[src/sha_pkg.sv]
// Shared types, constants and round functions of the SHA-256 digest block.
// No dependencies.
package sha_pkg;

  typedef enum logic [2:0] {
    S_IDLE, S_BYTES, S_PAD, S_LEN0, S_LEN1, S_START, S_WAIT, S_OUT
  } top_state_e;

  typedef enum logic [1:0] {
    C_IDLE, C_LOAD, C_ROUND, C_FIN
  } core_state_e;

  localparam int unsigned ROUNDS = 64;
  localparam int unsigned RND_W  = $clog2(ROUNDS);

  typedef struct packed {
    logic        start;
    logic        hash_init;
    logic        wr_en;
    logic [3:0]  wr_addr;
    logic [31:0] wr_data;
  } core_ctl_t;

  typedef struct packed {
    logic busy;
  } core_sts_t;

  localparam logic [3:0] LEN_HI_ADDR = 4'd14;
  localparam logic [3:0] LEN_LO_ADDR = 4'd15;
  localparam logic [7:0] PAD_BYTE    = 8'h80;

  function automatic logic [31:0] init_hash(input logic [2:0] i);
    logic [31:0] r;
    case (i)
      3'd0: r = 32'h6a09e667;
      3'd1: r = 32'hbb67ae85;
      3'd2: r = 32'h3c6ef372;
      3'd3: r = 32'ha54ff53a;
      3'd4: r = 32'h510e527f;
      3'd5: r = 32'h9b05688c;
      3'd6: r = 32'h1f83d9ab;
      default: r = 32'h5be0cd19;
    endcase
    return r;
  endfunction

  localparam logic [31:0] K_TAB [64] = '{
    32'h428a2f98, 32'h71374491, 32'hb5c0fbcf, 32'he9b5dba5, 32'h3956c25b, 32'h59f111f1,
    32'h923f82a4, 32'hab1c5ed5, 32'hd807aa98, 32'h12835b01, 32'h243185be, 32'h550c7dc3,
    32'h72be5d74, 32'h80deb1fe, 32'h9bdc06a7, 32'hc19bf174, 32'he49b69c1, 32'hefbe4786,
    32'h0fc19dc6, 32'h240ca1cc, 32'h2de92c6f, 32'h4a7484aa, 32'h5cb0a9dc, 32'h76f988da,
    32'h983e5152, 32'ha831c66d, 32'hb00327c8, 32'hbf597fc7, 32'hc6e00bf3, 32'hd5a79147,
    32'h06ca6351, 32'h14292967, 32'h27b70a85, 32'h2e1b2138, 32'h4d2c6dfc, 32'h53380d13,
    32'h650a7354, 32'h766a0abb, 32'h81c2c92e, 32'h92722c85, 32'ha2bfe8a1, 32'ha81a664b,
    32'hc24b8b70, 32'hc76c51a3, 32'hd192e819, 32'hd6990624, 32'hf40e3585, 32'h106aa070,
    32'h19a4c116, 32'h1e376c08, 32'h2748774c, 32'h34b0bcb5, 32'h391c0cb3, 32'h4ed8aa4a,
    32'h5b9cca4f, 32'h682e6ff3, 32'h748f82ee, 32'h78a5636f, 32'h84c87814, 32'h8cc70208,
    32'h90befffa, 32'ha4506ceb, 32'hbef9a3f7, 32'hc67178f2
  };

  function automatic logic [31:0] rotr(input logic [31:0] x, input int unsigned n);
    return (x >> n) | (x << (32 - n));
  endfunction

  function automatic logic [31:0] ssig0(input logic [31:0] x);
    return rotr(x, 7) ^ rotr(x, 18) ^ (x >> 3);
  endfunction

  function automatic logic [31:0] ssig1(input logic [31:0] x);
    return rotr(x, 17) ^ rotr(x, 19) ^ (x >> 10);
  endfunction

  function automatic logic [31:0] bsig0(input logic [31:0] x);
    return rotr(x, 2) ^ rotr(x, 13) ^ rotr(x, 22);
  endfunction

  function automatic logic [31:0] bsig1(input logic [31:0] x);
    return rotr(x, 6) ^ rotr(x, 11) ^ rotr(x, 25);
  endfunction

endpackage

[src/sha_in_if.sv]
// Input channel of the SHA-256 digest block: message words.
// Depends on nothing.
interface sha_in_if;
  logic        valid;
  logic        ready;
  logic [31:0] data_word;
  logic [2:0]  valid_bytes;
  logic        message_end;
  modport source (output valid, data_word, valid_bytes, message_end, input ready);
  modport sink   (input valid, data_word, valid_bytes, message_end, output ready);
endinterface

[src/sha_out_if.sv]
// Output channel of the SHA-256 digest block: digest words.
// Depends on nothing.
interface sha_out_if;
  logic        valid;
  logic        ready;
  logic [31:0] digest_word;
  logic [2:0]  word_index;
  logic        last_word;
  modport source (output valid, digest_word, word_index, last_word, input ready);
  modport sink   (input valid, digest_word, word_index, last_word, output ready);
endinterface

[src/sha_core.sv]
// Compression engine: block buffer memory, schedule window, round registers, hash.
// Depends on sha_pkg.
module sha_core (
  input  logic                clk_i,
  input  logic                rst_ni,
  input  sha_pkg::core_ctl_t  ctl_i,
  output sha_pkg::core_sts_t  sts_o,
  input  logic [2:0]          dig_idx_i,
  output logic [31:0]         dig_o
);

  logic [31:0] blk_mem [16];
  logic [31:0] rdata_q;
  logic [3:0]  raddr;

  sha_pkg::core_state_e cst_q, cst_d;
  logic [sha_pkg::RND_W-1:0] rnd_q, rnd_d;
  logic [31:0] h_q [8];
  logic [31:0] v_q [8];
  logic [31:0] w_q [16];
  logic [31:0] w_new, t1, t2;

  always_ff @(posedge clk_i) begin
    if (ctl_i.wr_en) begin
      blk_mem[ctl_i.wr_addr] <= ctl_i.wr_data;
    end
    rdata_q <= blk_mem[raddr];
  end

  assign raddr = (cst_q == sha_pkg::C_LOAD) ? 4'd0 : 4'(rnd_q + 1'b1);

  always_comb begin
    if (rnd_q[sha_pkg::RND_W-1:4] == '0) begin
      w_new = rdata_q;
    end else begin
      w_new = sha_pkg::ssig1(w_q[14]) + w_q[9] + sha_pkg::ssig0(w_q[1]) + w_q[0];
    end
    t1 = v_q[7] + sha_pkg::bsig1(v_q[4]) + ((v_q[4] & v_q[5]) ^ (~v_q[4] & v_q[6]))
       + sha_pkg::K_TAB[rnd_q] + w_new;
    t2 = sha_pkg::bsig0(v_q[0]) + ((v_q[0] & v_q[1]) ^ (v_q[0] & v_q[2]) ^ (v_q[1] & v_q[2]));
  end

  always_comb begin
    cst_d = cst_q;
    rnd_d = rnd_q;
    case (cst_q)
      sha_pkg::C_IDLE: begin
        if (ctl_i.start) begin
          cst_d = sha_pkg::C_LOAD;
        end
      end
      sha_pkg::C_LOAD: begin
        cst_d = sha_pkg::C_ROUND;
        rnd_d = '0;
      end
      sha_pkg::C_ROUND: begin
        rnd_d = rnd_q + 1'b1;
        if (rnd_q == sha_pkg::RND_W'(sha_pkg::ROUNDS - 1)) begin
          cst_d = sha_pkg::C_FIN;
        end
      end
      sha_pkg::C_FIN: begin
        cst_d = sha_pkg::C_IDLE;
      end
      default: cst_d = sha_pkg::C_IDLE;
    endcase
  end

  always_ff @(posedge clk_i or negedge rst_ni) begin
    if (!rst_ni) begin
      cst_q <= sha_pkg::C_IDLE;
      rnd_q <= '0;
    end else begin
      cst_q <= cst_d;
      rnd_q <= rnd_d;
    end
  end

  always_ff @(posedge clk_i or negedge rst_ni) begin
    if (!rst_ni) begin
      for (int i = 0; i < 8; i++) begin
        h_q[i] <= sha_pkg::init_hash(3'(i));
      end
    end else if (ctl_i.hash_init) begin
      for (int i = 0; i < 8; i++) begin
        h_q[i] <= sha_pkg::init_hash(3'(i));
      end
    end else if (cst_q == sha_pkg::C_FIN) begin
      for (int i = 0; i < 8; i++) begin
        h_q[i] <= h_q[i] + v_q[i];
      end
    end
  end

  always_ff @(posedge clk_i) begin
    if (cst_q == sha_pkg::C_LOAD) begin
      for (int i = 0; i < 8; i++) begin
        v_q[i] <= h_q[i];
      end
    end else if (cst_q == sha_pkg::C_ROUND) begin
      v_q[0] <= t1 + t2;
      v_q[1] <= v_q[0];
      v_q[2] <= v_q[1];
      v_q[3] <= v_q[2];
      v_q[4] <= v_q[3] + t1;
      v_q[5] <= v_q[4];
      v_q[6] <= v_q[5];
      v_q[7] <= v_q[6];
      for (int i = 0; i < 15; i++) begin
        w_q[i] <= w_q[i+1];
      end
      w_q[15] <= w_new;
    end
  end

  assign sts_o.busy = (cst_q != sha_pkg::C_IDLE);
  assign dig_o      = h_q[dig_idx_i];

endmodule

[src/sha256_message_digest.sv]
// Top level of the SHA-256 digest block: byte packing, padding, length, output.
// Depends on sha_pkg, sha_in_if, sha_out_if and sha_core.
//
// channel | dir | payload                              | accepted when
// in_i    | in  | data_word, valid_bytes, message_end  | valid && ready
// out_o   | out | digest_word, word_index, last_word    | valid && ready
//
// One item at a time; valid bytes are packed one by one, and each 64-byte
// block is compressed by the single round unit (one round per cycle).
// A final item adds padding byte by byte, two length writes, one or
// two compressions, then eight output words, each of which waits on out ready.
// Reset loads the initial hash and clears the length; no clearing pass.
module sha256_message_digest (
  input  logic       clk_i,
  input  logic       rst_ni,
  sha_in_if.sink     in_i,
  sha_out_if.source  out_o
);

  sha_pkg::top_state_e st_q, st_d, ret_q, ret_d;
  logic [31:0] word_q, word_d;
  logic [2:0]  cnt_q, cnt_d;
  logic        end_q, end_d;
  logic        first_q, first_d;
  logic [5:0]  pos_q, pos_d;
  logic [60:0] len_q, len_d;
  logic [23:0] acc_q, acc_d;
  logic [2:0]  idx_q, idx_d;
  logic        ins;
  logic [7:0]  bval;

  sha_pkg::core_ctl_t ctl;
  sha_pkg::core_sts_t sts;

  always_comb begin
    st_d    = st_q;
    ret_d   = ret_q;
    word_d  = word_q;
    cnt_d   = cnt_q;
    end_d   = end_q;
    first_d = first_q;
    pos_d   = pos_q;
    len_d   = len_q;
    acc_d   = acc_q;
    idx_d   = idx_q;
    ins     = 1'b0;
    bval    = word_q[31:24];
    ctl     = '0;
    case (st_q)
      sha_pkg::S_IDLE: begin
        if (in_i.valid) begin
          word_d = in_i.data_word;
          cnt_d  = (in_i.valid_bytes > 3'd4) ? 3'd4 : in_i.valid_bytes;
          end_d  = in_i.message_end;
          st_d   = sha_pkg::S_BYTES;
        end
      end
      sha_pkg::S_BYTES: begin
        if (cnt_q == 3'd0) begin
          first_d = 1'b1;
          st_d    = end_q ? sha_pkg::S_PAD : sha_pkg::S_IDLE;
        end else begin
          ins    = 1'b1;
          word_d = {word_q[23:0], 8'd0};
          cnt_d  = cnt_q - 3'd1;
          len_d  = len_q + 61'd1;
          if (pos_q == 6'd63) begin
            st_d  = sha_pkg::S_START;
            ret_d = sha_pkg::S_BYTES;
          end
        end
      end
      sha_pkg::S_PAD: begin
        ins     = 1'b1;
        bval    = first_q ? sha_pkg::PAD_BYTE : 8'd0;
        first_d = 1'b0;
        if (pos_q == 6'd63) begin
          st_d  = sha_pkg::S_START;
          ret_d = sha_pkg::S_PAD;
        end else if (pos_q == 6'd55) begin
          st_d = sha_pkg::S_LEN0;
        end
      end
      sha_pkg::S_LEN0: begin
        ctl.wr_en   = 1'b1;
        ctl.wr_addr = sha_pkg::LEN_HI_ADDR;
        ctl.wr_data = len_q[60:29];
        st_d        = sha_pkg::S_LEN1;
      end
      sha_pkg::S_LEN1: begin
        ctl.wr_en   = 1'b1;
        ctl.wr_addr = sha_pkg::LEN_LO_ADDR;
        ctl.wr_data = {len_q[28:0], 3'd0};
        st_d        = sha_pkg::S_START;
        ret_d       = sha_pkg::S_OUT;
      end
      sha_pkg::S_START: begin
        ctl.start = 1'b1;
        st_d      = sha_pkg::S_WAIT;
      end
      sha_pkg::S_WAIT: begin
        if (!sts.busy) begin
          st_d = ret_q;
        end
      end
      sha_pkg::S_OUT: begin
        if (out_o.ready) begin
          idx_d = idx_q + 3'd1;
          if (idx_q == 3'd7) begin
            ctl.hash_init = 1'b1;
            len_d         = '0;
            pos_d         = '0;
            st_d          = sha_pkg::S_IDLE;
          end
        end
      end
      default: st_d = sha_pkg::S_IDLE;
    endcase
    if (ins) begin
      pos_d = pos_q + 6'd1;
      acc_d = {acc_q[15:0], bval};
      if (pos_q[1:0] == 2'd3) begin
        ctl.wr_en   = 1'b1;
        ctl.wr_addr = pos_q[5:2];
        ctl.wr_data = {acc_q, bval};
      end
    end
  end

  always_ff @(posedge clk_i or negedge rst_ni) begin
    if (!rst_ni) begin
      st_q    <= sha_pkg::S_IDLE;
      ret_q   <= sha_pkg::S_IDLE;
      cnt_q   <= '0;
      end_q   <= 1'b0;
      first_q <= 1'b0;
      pos_q   <= '0;
      len_q   <= '0;
      idx_q   <= '0;
    end else begin
      st_q    <= st_d;
      ret_q   <= ret_d;
      cnt_q   <= cnt_d;
      end_q   <= end_d;
      first_q <= first_d;
      pos_q   <= pos_d;
      len_q   <= len_d;
      idx_q   <= idx_d;
    end
  end

  always_ff @(posedge clk_i) begin
    word_q <= word_d;
    acc_q  <= acc_d;
  end

  sha_core u_core (
    .clk_i     (clk_i),
    .rst_ni    (rst_ni),
    .ctl_i     (ctl),
    .sts_o     (sts),
    .dig_idx_i (idx_q),
    .dig_o     (out_o.digest_word)
  );

  assign in_i.ready        = (st_q == sha_pkg::S_IDLE);
  assign out_o.valid       = (st_q == sha_pkg::S_OUT);
  assign out_o.word_index  = idx_q;
  assign out_o.last_word   = (idx_q == 3'd7);

  a_start_idle: assert property (@(posedge clk_i) disable iff (!rst_ni)
    ctl.start |-> !sts.busy) else $error("compression started while busy");

  a_wait_busy: assert property (@(posedge clk_i) disable iff (!rst_ni)
    (st_q == sha_pkg::S_START) |=> sts.busy) else $error("core did not start");

  a_out_core_idle: assert property (@(posedge clk_i) disable iff (!rst_ni)
    out_o.valid |-> (!sts.busy && pos_q == 6'd56)) else $error("digest shown too early");

  a_len_aligned: assert property (@(posedge clk_i) disable iff (!rst_ni)
    (st_q == sha_pkg::S_LEN0) |-> (pos_q == 6'd56)) else $error("length written off place");

endmodule

[src/flat_wrapper.sv]
// flat-port wrapper written by rule: the top's interface ports become plain ports
module sha256_message_digest_flat 
  (clk_i, rst_ni, in_i_valid, in_i_data_word, in_i_valid_bytes, in_i_message_end, in_i_ready, out_o_valid, out_o_digest_word, out_o_word_index, out_o_last_word, out_o_ready);
  sha_in_if in_i_i ();
  sha_out_if out_o_i ();
  input  logic clk_i;
  input  logic rst_ni;
  input wire logic [$bits(in_i_i.valid)-1:0] in_i_valid;
  input wire logic [$bits(in_i_i.data_word)-1:0] in_i_data_word;
  input wire logic [$bits(in_i_i.valid_bytes)-1:0] in_i_valid_bytes;
  input wire logic [$bits(in_i_i.message_end)-1:0] in_i_message_end;
  output wire logic [$bits(in_i_i.ready)-1:0] in_i_ready;
  output wire logic [$bits(out_o_i.valid)-1:0] out_o_valid;
  output wire logic [$bits(out_o_i.digest_word)-1:0] out_o_digest_word;
  output wire logic [$bits(out_o_i.word_index)-1:0] out_o_word_index;
  output wire logic [$bits(out_o_i.last_word)-1:0] out_o_last_word;
  input wire logic [$bits(out_o_i.ready)-1:0] out_o_ready;
  assign in_i_i.valid = in_i_valid;
  assign in_i_i.data_word = in_i_data_word;
  assign in_i_i.valid_bytes = in_i_valid_bytes;
  assign in_i_i.message_end = in_i_message_end;
  assign in_i_ready = in_i_i.ready;
  assign out_o_valid = out_o_i.valid;
  assign out_o_digest_word = out_o_i.digest_word;
  assign out_o_word_index = out_o_i.word_index;
  assign out_o_last_word = out_o_i.last_word;
  assign out_o_i.ready = out_o_ready;
  sha256_message_digest u_core (.clk_i(clk_i), .rst_ni(rst_ni), .in_i(in_i_i), .out_o(out_o_i));
endmodule
[config.mk]
export PLATFORM = sky130hd
export DESIGN_NAME = sha256_message_digest_flat
export DESIGN_NICKNAME = d
export VERILOG_FILES = /design/src/sha_pkg.sv /design/src/sha_in_if.sv /design/src/sha_out_if.sv /design/src/sha_core.sv /design/src/sha256_message_digest.sv /design/src/flat_wrapper.sv
export SDC_FILE = /design/constraint.sdc
export NUM_CORES = 2
export LEC_CHECK = 0
export BUFFER_PORTS_ARGS = -buffer_cell sky130_fd_sc_hd__buf_2
export CAP_MARGIN = 20
export CORE_ASPECT_RATIO = 1.75
export CORE_MARGIN = 10
export CORE_UTILIZATION = 45
export CTS_CLUSTER_SIZE = 40
export DETAILED_ROUTE_END_ITERATION = 10
export GPL_ROUTABILITY_DRIVEN = 0
export SLEW_MARGIN = 20
export SYNTH_ARGS = -nofsm -noshare
export SYNTH_HDL_FRONTEND = slang
export SYNTH_SLANG_ARGS = --single-unit
[constraint.sdc]
create_clock -name clk_i -period 18.85 [get_ports clk_i]
set_input_delay 5.655 -clock clk_i [delete_from_list [all_inputs] [get_ports clk_i]]
set_output_delay 5.655 -clock clk_i [all_outputs]
set_load 0.01 [all_outputs]
# Word level (Yosys, flattened, before mapping)
# Memories as Yosys holds them, arrays and structs flattened. A register that Yosys moved wholly into a read port is not among the register bits.
# Index checks and enable logic that the tools add are counted.
[totals]
regBits = 401
latch_bits = 0
ramBits = 1280
romBits = 2048
input_bits = 40
out_inout_bits = 38
memories = 4
[memory_table]
columns = ["name", "depth", "word_bits", "read_ports", "rd_clocked_by_memory_dff", "wr", "line", "rtl"]
rows = [
  ["(name not given)", 64, 32, 1, 0, 0, "sha_core.sv:39", "+ sha_pkg::K_TAB[rnd_q] + w_new;"],
  ["u_core.u_core.blk_mem", 16, 32, 1, 1, 1, "sha_core.sv:12", "logic [31:0] blk_mem [16];"],
  ["u_core.u_core.w_q", 16, 32, 16, 0, 16, "sha_core.sv:20", "logic [31:0] w_q [16];"],
  ["u_core.u_core.v_q", 8, 32, 8, 0, 8, "sha_core.sv:19", "logic [31:0] v_q [8];"],
]
[classes]
addsub = 23
multipliers = 0
div = 0
n_lt_le_gt_ge = 3
n_eq_ne = 27
shifts = 0
n_mux = 70
bitwise_logic = 37
n_reduce_logical = 23
[op_table]
columns = ["cell", "count"]
rows = [
  ["32-bit adder", 18],
  ["256-bit 2-to-1 mux", 2],
  ["32-bit 2-to-1 mux", 15],
  ["32-bit XOR", 9],
  ["61-bit 2-to-1 mux", 3],
  ["32-bit bitwise AND", 5],
  ["61-bit one-hot mux with 2 select lines", 1],
  ["32-bit binary-select mux with 3-bit select", 1],
  ["37-bit 2-to-1 mux", 2],
  ["37-bit one-hot mux with 2 select lines", 1],
  ["32-bit one-hot mux with 2 select lines", 1],
  ["61-bit by 1-bit adder with 61-bit output, second input constant", 1],
  ["3-bit 2-to-1 mux", 14],
  ["32-bit inverter", 1],
  ["10-bit by 32-bit bitwise OR with 32-bit output", 1],
  ["13-bit by 32-bit bitwise OR with 32-bit output", 1],
  ["14-bit by 32-bit bitwise OR with 32-bit output", 1],
  ["15-bit by 32-bit bitwise OR with 32-bit output", 1],
  ["19-bit by 32-bit bitwise OR with 32-bit output", 1],
  ["21-bit by 32-bit bitwise OR with 32-bit output", 1],
  ["25-bit by 32-bit bitwise OR with 32-bit output", 1],
  ["26-bit by 32-bit bitwise OR with 32-bit output", 1],
  ["30-bit by 32-bit bitwise OR with 32-bit output", 1],
  ["7-bit by 32-bit bitwise OR with 32-bit output", 1],
  ["other kinds (40)", 99],
]

# Logic depth before layout (Yosys ltp)
# An unclocked memory read counts as a cell.
[logic_depth]
depth_word = 11
ltp_mapped = 48

# Cells and area by module
# From an unflattened synthesis, not the netlist that was laid out.
[hier_totals]
hier_cells = 7908
hier_area_um2 = 94582.0
[modules_own_cells]
columns = ["mod", "n_inst", "cells_per_inst", "area_per_inst_um2", "seq_area_each_um2"]
rows = [
  ["sha_core", 1, 7176, 87506.4, 45854.0],
  ["sha256_message_digest", 1, 732, 7075.5, 3708.6],
]

# Worst setup path after synthesis
# No wires, ideal clock.
[synth_path]
kind = "reg2reg"
startpoint = "reg u_core.u_core.cst_q[0]"
endpoint = "mem u_core.u_core.v_q[0][11], data pin"
t_arrival_ns = 13.730
slack_ns = 4.860
stages_incl_launch_ff = 7
n_path_buf = 3
synth_period_minus_slack_ns = 13.990
path_cell_list = "dfrtp_1 > inv_1 > ha_1 > clkbuf_1 > clkbuf_1 > buf_1 > mux2_2"
[synth_lines]
columns = ["item", "line", "rtl"]
rows = [
  ["start: declaration", "sha_core.sv:16", "sha_pkg::core_state_e cst_q, cst_d;"],
  ["start signal: assignment", "sha_core.sv:71", "cst_q <= sha_pkg::C_IDLE;"],
  ["start signal: assignment", "sha_core.sv:74", "cst_q <= cst_d;"],
  ["end: declaration", "sha_core.sv:19", ""],
]

==> impl_metrics.tcl <==
set metrics [dict create \
    ant_nets 0 \
    antenna_found_initial 10 \
    path_class "flip-flop to flip-flop" \
    cts-root-buf "clkbuf_16" \
    top_usage_layer "met2" \
    dieArea_um2 229000 \
    yosysMostFrequentCell "edfxtp_1" \
    portBuffers 77 \
    skew_ps 86.3 \
    h-tree-depth 4 \
    fmax_ghz 0.0866 \
    drc 0 \
    ys_seq_area_frac 0.525 \
    critPathMaxStageDelay_ps 740 \
    fill_cells 18500 \
    grt_pass1_vias 64900 \
    avgSynthCellArea_um2 11.9 \
    cpLargestDelayFamily "compound AO/OA/AOI/OAI gates" \
    synthCells 7947 \
    yosysTopAreaCellShare 0.425 \
    start_util 0.452 \
    cts.clk_slew.worst_paths_ps 70 \
    wl_mm 303 \
    post_cts_buffers 0 \
    fin_crit_sh 0.613 \
    via_count 64800 \
    hp-class "flip-flop to flip-flop" \
    cp-start-kind "flip-flop" \
    critical-path-slowest-cell "o21ai_0" \
    crit_fanout 7 \
    postLayoutCoreUtil 0.496 \
    yosys.area.top_type "edfxtp_1" \
    use_met2 0.450 \
    cp.required_ps 19460 \
    hpwlAfterDp_mm 218 \
    cts_tree "done" \
    status "finished, final reports clean" \
    grtUsageMet3 0.0395 \
    fp-row-count 222 \
    slew_headroom 0.121 \
    firstDrtPassIters 8 \
    synthArstFlopShare 0.201 \
    syn-num-nets 8593 \
    ios 78 \
    fp.dieW_um 366 \
    grt-ovfl-total 0 \
    drt_iter0_drc 5385 \
    grtUsageTotal 0.258 \
    cts_buffers 169 \
    postCtsHoldBufs 0 \
    synth_cell_type_count 95 \
    hold_violations 0 \
    setup_viol 0 \
    fin_nets 8582 \
    synthesis.area_um2 94500 \
    cts_resized 0 \
    synth_edf_count 1336 \
    core_area_um2 209000 \
    synthTopCellsByCount "edfxtp_1 (1336), nand2_1 (583), a21oi_1 (527), nor2_1 (478), o21ai_0 (478)" \
    cap_viol_max_count 0 \
    drive_gt1_frac 0.140 \
    cp.buffers_inverters 6 \
    wl_per_cell_um 27.9 \
    clkLatencyLatePin_ps 890 \
    grt_pass1_wl_mm 441 \
    min_period_ps 11550 \
    via_per_inst 5.96 \
    cp-end-kind "flip-flop" \
    synth.area.top_cells "edfxtp_1 (42%), dfrtp_1 (5.5%), ha_1 (5.4%)" \
    synth-warning-count 0 \
    use_met1 0.279 \
    tightest_slew_ps 1320 \
    areaGrowthSynthToFinish_pct 9.73 \
    synth_seq_cells 1713 \
    clockBufferDepth 4 \
    grt_setup_unrepaired "no" \
    cp.arrival_ps 12160 \
    synth_flop_cell "edfxtp_1" \
    grt_max_degree 211 \
    die_h_um 626 \
    slew_viol_final 0 \
    cts_sinks 1713 \
    fin_setup_tns_ps 0 \
]
## per-layer routing
metal	vias to the layer above	share of wire	wire length, um
li1	29000	-	-
met1	32400	0.35	106000
met2	2564	0.50	151000
met3	869	0.057	17300
met4	6	0.092	27900
met5	-	0.00013	39
## registers in the layout, summed over array words and instances, names as in the netlist, 24 cells and up
signal,count
u_core.word_q,32
u_core.u_core.w_q,512
u_core.u_core.v_q,256
u_core.u_core.h_q,256
u_core.acc_q,24
u_core.u_core.blk_mem,512
u_core.u_core.rdata_q,32
u_core.len_q,61
## logic make-up after synthesis
| family | Yosys count | share of synthesized area |
|---|---|---|
| xor+xnor | 598 | 0.0554 |
| compound gates | 1860 | 0.125 |
| simple gates | 1641 | 0.0792 |
| mux | 666 | 0.0855 |
| flops | 1713 | 0.525 |
| buf+inv | 858 | 0.0341 |
| fa+ha+maj | 611 | 0.0964 |
## metrics by stage
stage	setup WS, ps	area, um2	std cells	hold slack, ps
after floorplan	4860	94500	7947	400
after global placement	7590	98200	10600	401
after detailed placement	7470	98200	10600	405
after CTS	7380	104000	10900	409
after global routing	6700	104000	10900	417
final	7300	104000	10900	411
## worst register-to-register path, delay by kind of cell, from the launching register on
| family | cells | cell delay, ps |
|---|---|---|
| and+or+nand+nor | 7 | 1170 |
| muxes | 1 | 260 |
| DFF | 1 | 520 |
| xor gates and xnor gates | 5 | 820 |
| buffers and inverters | 6 | 350 |
| AOI/OAI and AO/OA | 17 | 4110 |
| adders and majority gates | 9 | 4060 |
## placed cells by master (no fill, tap or decap), types with 42 or more instances in the layout
cell and count:
mux4_2 76, nand3_1 121, buf_4 121, inv_1 466, xnor2_1 420, a31oi_1 77
mux2i_1 224, o31ai_1 58, dfstp_2 136, nor3_1 80, o21a_1 52, nor2_1 465
a211oi_1 50, o21ai_0 473, clkbuf_16 172, dfrtp_1 201, nand2b_1 57, or3_1 45
xor2_1 178, nand2_1 582, fa_1 196, buf_2 76, a21oi_1 527, a21o_1 216
nor2b_1 55, o21bai_1 48, edfxtp_1 1336, nand4_1 42, mux2_2 366, ha_1 404
## final cells by class
class | count | area (um2) | area share
inverters | 472 | 1780 | 0.0171
clock inverters | 84 | 818 | 0.00789
diodes | 4 | 10.0 | 0.0000966
multi-input cells | 5376 | 41900 | 0.405
clock buffers | 215 | 4620 | 0.0445
repair buffers | 204 | 1410 | 0.0136
well taps | 2800 | 3500 | 0.0338
flip-flops and latches | 1713 | 49600 | 0.478
## final timing paths
kind | cells past startpoint | slack [ps] | from | endpoint
setup / recovery | 45 | 7300 | u_core.u_core.w_q[1][211]$_DFFE_PP_ | u_core.u_core.v_q[0][30]$_DFFE_PP_
hold / removal | 0 | 410 | u_core.u_core.w_q[1][149]$_DFFE_PP_ | u_core.u_core.w_q[1][117]$_DFFE_PP_
setup reg to reg | 45 | 7300 | u_core.u_core.w_q[1][211]$_DFFE_PP_ | u_core.u_core.v_q[0][30]$_DFFE_PP_
hold reg to reg | 0 | 410 | u_core.u_core.w_q[1][149]$_DFFE_PP_ | u_core.u_core.w_q[1][117]$_DFFE_PP_
max in group asynchronous | 3 | 12020 | rst_ni | u_core.u_core.h_q[215]$_DFFE_PN0P_
min in group asynchronous | 1 | 4740 | rst_ni | u_core.cnt_q[1]$_DFFE_PN0P_
Power is not shown: default switching activity piles up to over one toggle a cycle in this logic, so the estimate is an artifact.
